### src/design/rrs2_pkg.sv
package rrs2_pkg;

    localparam int SLOTS_PER_GROUP = 16;
    localparam int TABLE_SIZE      = 2 * SLOTS_PER_GROUP;
    localparam int IDX_W           = $clog2(TABLE_SIZE);
    localparam int SLOT_W          = 4;
    localparam int DESC_W          = 13;
    localparam int TURN_W          = 3;
    localparam int AGE_W           = 6;
    localparam int COUNTER_TOP     = 3;
    localparam int AGE_LIMIT       = 50;

    localparam logic [1:0] OP_NEXT   = 2'd0;
    localparam logic [1:0] OP_SPAWN  = 2'd1;
    localparam logic [1:0] OP_REMOVE = 2'd2;

    localparam logic CFG_GROUP0_MAIN = 1'b0;
    localparam logic CFG_GROUP1_MAIN = 1'b1;

    typedef struct packed {
        logic [1:0]        operation;
        logic              group;
        logic [SLOT_W-1:0] slot;
        logic [DESC_W-1:0] descriptor;
    } t_in_item;

    typedef struct packed {
        logic [DESC_W-1:0] chosen_descriptor;
        logic              chosen_group;
        logic              is_main;
        logic [SLOT_W-1:0] chosen_slot;
        logic [TURN_W-1:0] turn_count;
        logic [AGE_W-1:0]  age;
    } t_out_item;

    // one table entry as held in the slot memory
    typedef struct packed {
        logic [DESC_W-1:0] descriptor;
        logic [TURN_W-1:0] turn_count;
        logic [AGE_W-1:0]  age;
    } t_slot_word;

    localparam int SLOT_WORD_W = $bits(t_slot_word);

    typedef struct packed {
        logic take_next;
        logic take_update;
        logic finish;
    } t_cmd;

    typedef struct packed {
        logic [1:0] operation;
        logic       slot_ok;
    } t_status;

endpackage

### src/design/rrs2_ctrl.sv
module rrs2_ctrl (
    input  logic            i_clk,
    input  logic            i_rst_n,
    input  logic            i_in_valid,
    output logic            o_in_ready,
    output logic            o_out_valid,
    input  logic            i_out_ready,
    input  rrs2_pkg::t_status i_status,
    output rrs2_pkg::t_cmd  o_cmd
);
    import rrs2_pkg::*;

    localparam logic S_IDLE = 1'b0;
    localparam logic S_FIN  = 1'b1;

    logic r_state;
    logic n_state;
    logic r_out_valid;
    logic n_out_valid;
    logic accept;
    logic out_free;

    assign o_in_ready = (r_state == S_IDLE);
    assign accept     = i_in_valid && o_in_ready;
    assign out_free   = !r_out_valid || i_out_ready;

    always_comb begin
        n_state           = r_state;
        o_cmd.take_next   = 1'b0;
        o_cmd.take_update = 1'b0;
        o_cmd.finish      = 1'b0;
        case (r_state)
            S_IDLE: begin
                if (accept) begin
                    if (i_status.operation == OP_NEXT) begin
                        o_cmd.take_next = 1'b1;
                        n_state         = S_FIN;
                    end else if (i_status.operation inside {OP_SPAWN, OP_REMOVE}) begin
                        o_cmd.take_update = i_status.slot_ok;
                    end
                end
            end
            S_FIN: begin
                // hold the memory read until the output register frees up
                if (out_free) begin
                    o_cmd.finish = 1'b1;
                    n_state      = S_IDLE;
                end
            end
            default: begin
                n_state = S_IDLE;
            end
        endcase
    end

    always_comb begin
        n_out_valid = r_out_valid;
        if (o_cmd.finish) begin
            n_out_valid = 1'b1;
        end else if (i_out_ready) begin
            n_out_valid = 1'b0;
        end
    end

    always_ff @(posedge i_clk) begin
        if (!i_rst_n) begin
            r_state     <= S_IDLE;
            r_out_valid <= 1'b0;
        end else begin
            r_state     <= n_state;
            r_out_valid <= n_out_valid;
        end
    end

    assign o_out_valid = r_out_valid;

endmodule

### config.mk
export PLATFORM = sky130hd
export DESIGN_NAME = rrs2_ctrl
export DESIGN_NICKNAME = d
export VERILOG_FILES = /design/src/design/rrs2_pkg.sv /design/src/design/rrs2_ctrl.sv
export SDC_FILE = /design/constraint.sdc
export NUM_CORES = 1
export LEC_CHECK = 0
export BUFFER_PORTS_ARGS = -buffer_cell sky130_fd_sc_hd__buf_2
export CAP_MARGIN = 30
export CELL_PAD_IN_SITES_DETAIL_PLACEMENT = 1
export CELL_PAD_IN_SITES_GLOBAL_PLACEMENT = 2
export CORE_AREA = 2 2 39 41
export CTS_CLUSTER_DIAMETER = 100
export DETAILED_ROUTE_END_ITERATION = 16
export DIE_AREA = 0 0 41 43
export PLACE_DENSITY = 0.56
export SETUP_SLACK_MARGIN = 0.15
export SLEW_MARGIN = 20
export SYNTH_ARGS = -nofsm -noshare
export SYNTH_HDL_FRONTEND = slang
export SYNTH_SLANG_ARGS = --single-unit
### constraint.sdc
create_clock -name i_clk -period 0.8 [get_ports i_clk]
set_input_delay 0.08 -clock i_clk [delete_from_list [all_inputs] [get_ports i_clk]]
set_output_delay 0.08 -clock i_clk [all_outputs]
set_load 0.02 [all_outputs]
After elaboration in Yosys (flattened, before gate mapping) --
Cells that the tools add are included.
Storage, ports and cells: register bits 2, input bits 7, word-level logic and storage cells 23, output and inout bits 5
Cells by class: muxes and demuxes 12, equal/unequal tests 2, bitwise gates (word level) 1, reductions and logical operators 6
Operators with widths (count):
- 1-bit 2-to-1 mux | 9
- 2-bit 2-to-1 mux | 2
- 2-bit nonzero test | 2
- 2-bit by 1-bit == test with 1-bit output, second input constant | 1
- 2-bit == test, second input constant | 1
- 2-bit logical NOT | 1
- 1-bit one-hot mux with 2 select lines | 1
- 1-bit logical AND | 1
- 1-bit logical NOT | 1
- 1-bit logical OR | 1
- 1-bit inverter | 1

Longest topological paths before layout --
word-level depth 6, mapped depth 4, depth with buffers taken out 4

Least setup slack after synthesis --
No wires, ideal clock.
kind reg-to-output, from reg r_out_valid (netlist: o_out_valid), to out o_cmd[0] in the netlist's numbering, data arrival time 0.828 ns, data required time 0.720 ns, buffers on the path 1, cell stages (with the launch flop) 4, setup slack -0.108 ns, cells stage by stage dfxtp_1 -> nand2b_4 -> and2_1 -> buf_4
RTL lines:
- start, declared | RTL line rrs2_ctrl.sv:18 | logic r_out_valid;
- start signal, assigned | RTL line rrs2_ctrl.sv:71 | r_out_valid <= n_out_valid;
- end, declared | RTL line rrs2_ctrl.sv:9 | output rrs2_pkg::t_cmd o_cmd

==> flow_summary.json <==
{
  "synth.top_cells.by_area": "sky130_fd_sc_hd__dfxtp_1 (30%), sky130_fd_sc_hd__nand4b_1 (13%), sky130_fd_sc_hd__nand2b_4 (10%)",
  "clkLatencyLatePin_ps": 230,
  "post_route_cells_drive_above_1_share_pct": 73.33,
  "post-place-cells": 42,
  "cp_data_required_time_ps": 720,
  "post_cts_hold_buffer_count": 0,
  "run_status": "complete, but fails checks",
  "crit_fanout": 5,
  "worst_hold_path_type": "in2reg",
  "drv.max_cap_violation_count": 0,
  "min_delay_path_depth": 3,
  "cts.sink_count": 2,
  "slowest_stage_cell_on_the_critical_path": "sky130_fd_sc_hd__dfxtp_2",
  "cts_buffers": 3,
  "drc_errors": 0,
  "synth_cells": 16,
  "place.port_buffers": 11,
  "design.portCount": 12,
  "ff2ff_setup_slack_ps": 150,
  "syn-mean-instance-area_um2": 8.446,
  "critical_path_arrival_ps": 1000,
  "ys_seq_elements": 2,
  "grt_start_max_net_pins": 6,
  "max_slew_violation_total_from_the_final_report": 0,
  "worst_ir_drop_vdd_v": 0.0004100,
  "cts_h_tree_depth": 1,
  "final-setup-viol-count": 4,
  "rsz_0062_raised_after_global_routing": "yes",
  "postCtsSetupRepairBufs": 0,
  "layoutNonFillerInstCount": 46,
  "grt_first_pass_wirelength_um": 600,
  "placeableCoreArea_um2": 1384,
  "violations": "negative setup slack",
  "core_util_final_pct": 20.52,
  "drt_pre_antenna_iters": 1,
  "vias": 163,
  "wl_per_cell_um": 8.957,
  "num_antenna_cells": 0,
  "wirelength_um": 412,
  "path_class": "reg2out",
  "post_synth_num_cell_types": 13,
  "maxClockFrequency_mhz": 925.1,
  "crit_path_end_kind": "primary output",
  "timing.reg2reg.worst_path_depth": 2,
  "ant_nets": 0,
  "synthesis.yosys.warnings": 0,
  "whs_endpoint": "r_state",
  "post-route-period-util_pct": 135.1,
  "cells_along_the_critical_path": "nand4b_1, nor2_4, buf_6",
  "worst_setup_hold_path_clk_slew_ps": 30,
  "initial_antenna_violation_count": 0,
  "critPathMaxStageDelay_ps": 330,
  "clk_root_buffer_cell": "sky130_fd_sc_hd__clkbuf_4",
  "tightest_slew_ps": 179.7,
  "post_synth_instance_area_um2": 135.1,
  "critPathLaunchType": "flip-flop",
  "drt-vias-per-instance": 3.543,
  "globalRouteOverflowTotal": 0,
  "routabilityCongestion": 0.6020,
  "end_of_the_worst_register_to_register_path": "r_state",
  "worst_setup_margin_ps": -281.0,
  "initial_utilization_pct": 9.765,
  "die-area_um2": 1763,
  "setup-tns-final_ps": -702.1,
  "power.static_leakage_nw": 0.1309,
  "register_area_um2": 45.04,
  "dpl.hpwl_um": 342.2,
  "cts_tree": "yes",
  "num-fill-cells": 169,
  "final_net_count": 39,
  "via_count_of_the_first_global_routing_pass": 179,
  "ys_seq_area_share_pct": 29.63,
  "die_height_um": 43,
  "critical_path.reg2reg.startpoint": "r_state",
  "worst_path_dominant_cell_family": "flip-flops",
  "finClkSkew_ps": 6.403,
  "row_count": 14,
  "synthesis.nets": 24,
  "chipWidth_um": 41,
  "finalWorstPathRequiredPeriod_ps": 1081,
  "worst_hold_slack_after_final_layout_ps": 114.8,
  "initialDrtViolationCount": 0,
  "critical_path_buf_inv_count": 1,
  "layout_common_cells": "sky130_fd_sc_hd__buf_2 (6), sky130_fd_sc_hd__buf_6 (5), sky130_fd_sc_hd__clkbuf_4 (3)",
  "post-synth-top-area-cell": "sky130_fd_sc_hd__dfxtp_1",
  "layout_commonest_cell": "sky130_fd_sc_hd__buf_2",
  "groute.usage.overall_pct": 5.506,
  "syn_to_final_growth_pct": 110.2,
  "max_slew_margin_pct": 88.02,
  "cts_buffer_depth": 2,
  "hold_path.startpoint": "i_rst_n",
  "hold_viol": 0,
  "synth_largest_type_area_fraction_pct": 29.63,
  "power.density_nw_per_um2": 1516,
  "multi_input_comb_area_um2": 95.09
}
[cells by family (layout without fill, tap and decap cells)]
group           count (synthesis)  in the layout  synth area share (%)
fa+ha+maj                       1              1                 9.258
buf+inv                         4             18                 13.89
simple gates                    7              7                 37.96
compound gates                  2              2                 9.258
flops                           2              2                 29.63
[power by group]
group,internal (mW),total (mW),switching (mW)
Sequential,0.101,0.104,0.00342
Combinational,0.0425,0.0775,0.0350
Clock,0.186,0.248,0.0629
Total,0.329,0.430,0.101
[worst register-to-register path, delay by kind of cell, from the launching register on]
family / cells / cell delay, ps
simple gates: 1 / 120
flops: 1 / 350
compound gates: 1 / 60
[sequential cells by signal, summed over array words and instances (netlist names)]
register	flops
o_out_valid	1
r_state	1
[final cells by class]
| class | count | share of cell area, % |
|---|---|---|
| Sequential cell | 2 | 15.86 |
| Multi-Input combinational cell | 10 | 33.48 |
| Clock buffer | 4 | 9.251 |
| Inverter | 3 | 3.965 |
| Tap cell | 16 | 7.048 |
| Timing Repair Buffer | 11 | 30.40 |
[synth_stat cells (all sizes together)]
master  n
a21boi  1
and2    1
and3    1
buf     1
dfxtp   2
ha      1
inv     3
nand2   1
nand2b  1
nand4b  2
nor2    1
o21ai   1
[routing by layer]
layer	routed length [um]	track usage [%]
met5	0	0
met4	0	6.000
met3	11	3.141
met2	258	9.063
met1	143	3.503
[per-stage QoR]
step	setup slack, ps	power [mW]	cell area, um^2
6_report	-281.0	0.4304	284.0
5_1_grt	-342.6	0.4610	284.0
4_1_cts	-290.6	0.4440	280.3
3_5_place_dp	-145.7	0.1709	222.7
3_3_place_gp	-114.1	0.1684	222.7
2_1_floorplan	25.81	0.1452	158.9
[timing repair]
item                       in CTS  in global routing
pin swaps                       0                  1
setup endpoints to repair       5                  7
gates resized for setup        10                  1
hold endpoints to repair        0                  0
[worst max-delay path by stage]
stage | start | endpoint | slack [ps] | cells past startpoint
finish | r_state | o_cmd[1] | -280 | 3
global route | r_state | o_cmd[1] | -340 | 3
CTS | r_state | o_cmd[1] | -290 | 3
detailed placement | i_status[1] | o_cmd[1] | -150 | 6
global placement | i_status[1] | o_cmd[1] | -110 | 6
floorplan | o_out_valid | o_cmd[0] | 30 | 3
Note: power is estimated with default switching activity, not from simulation.
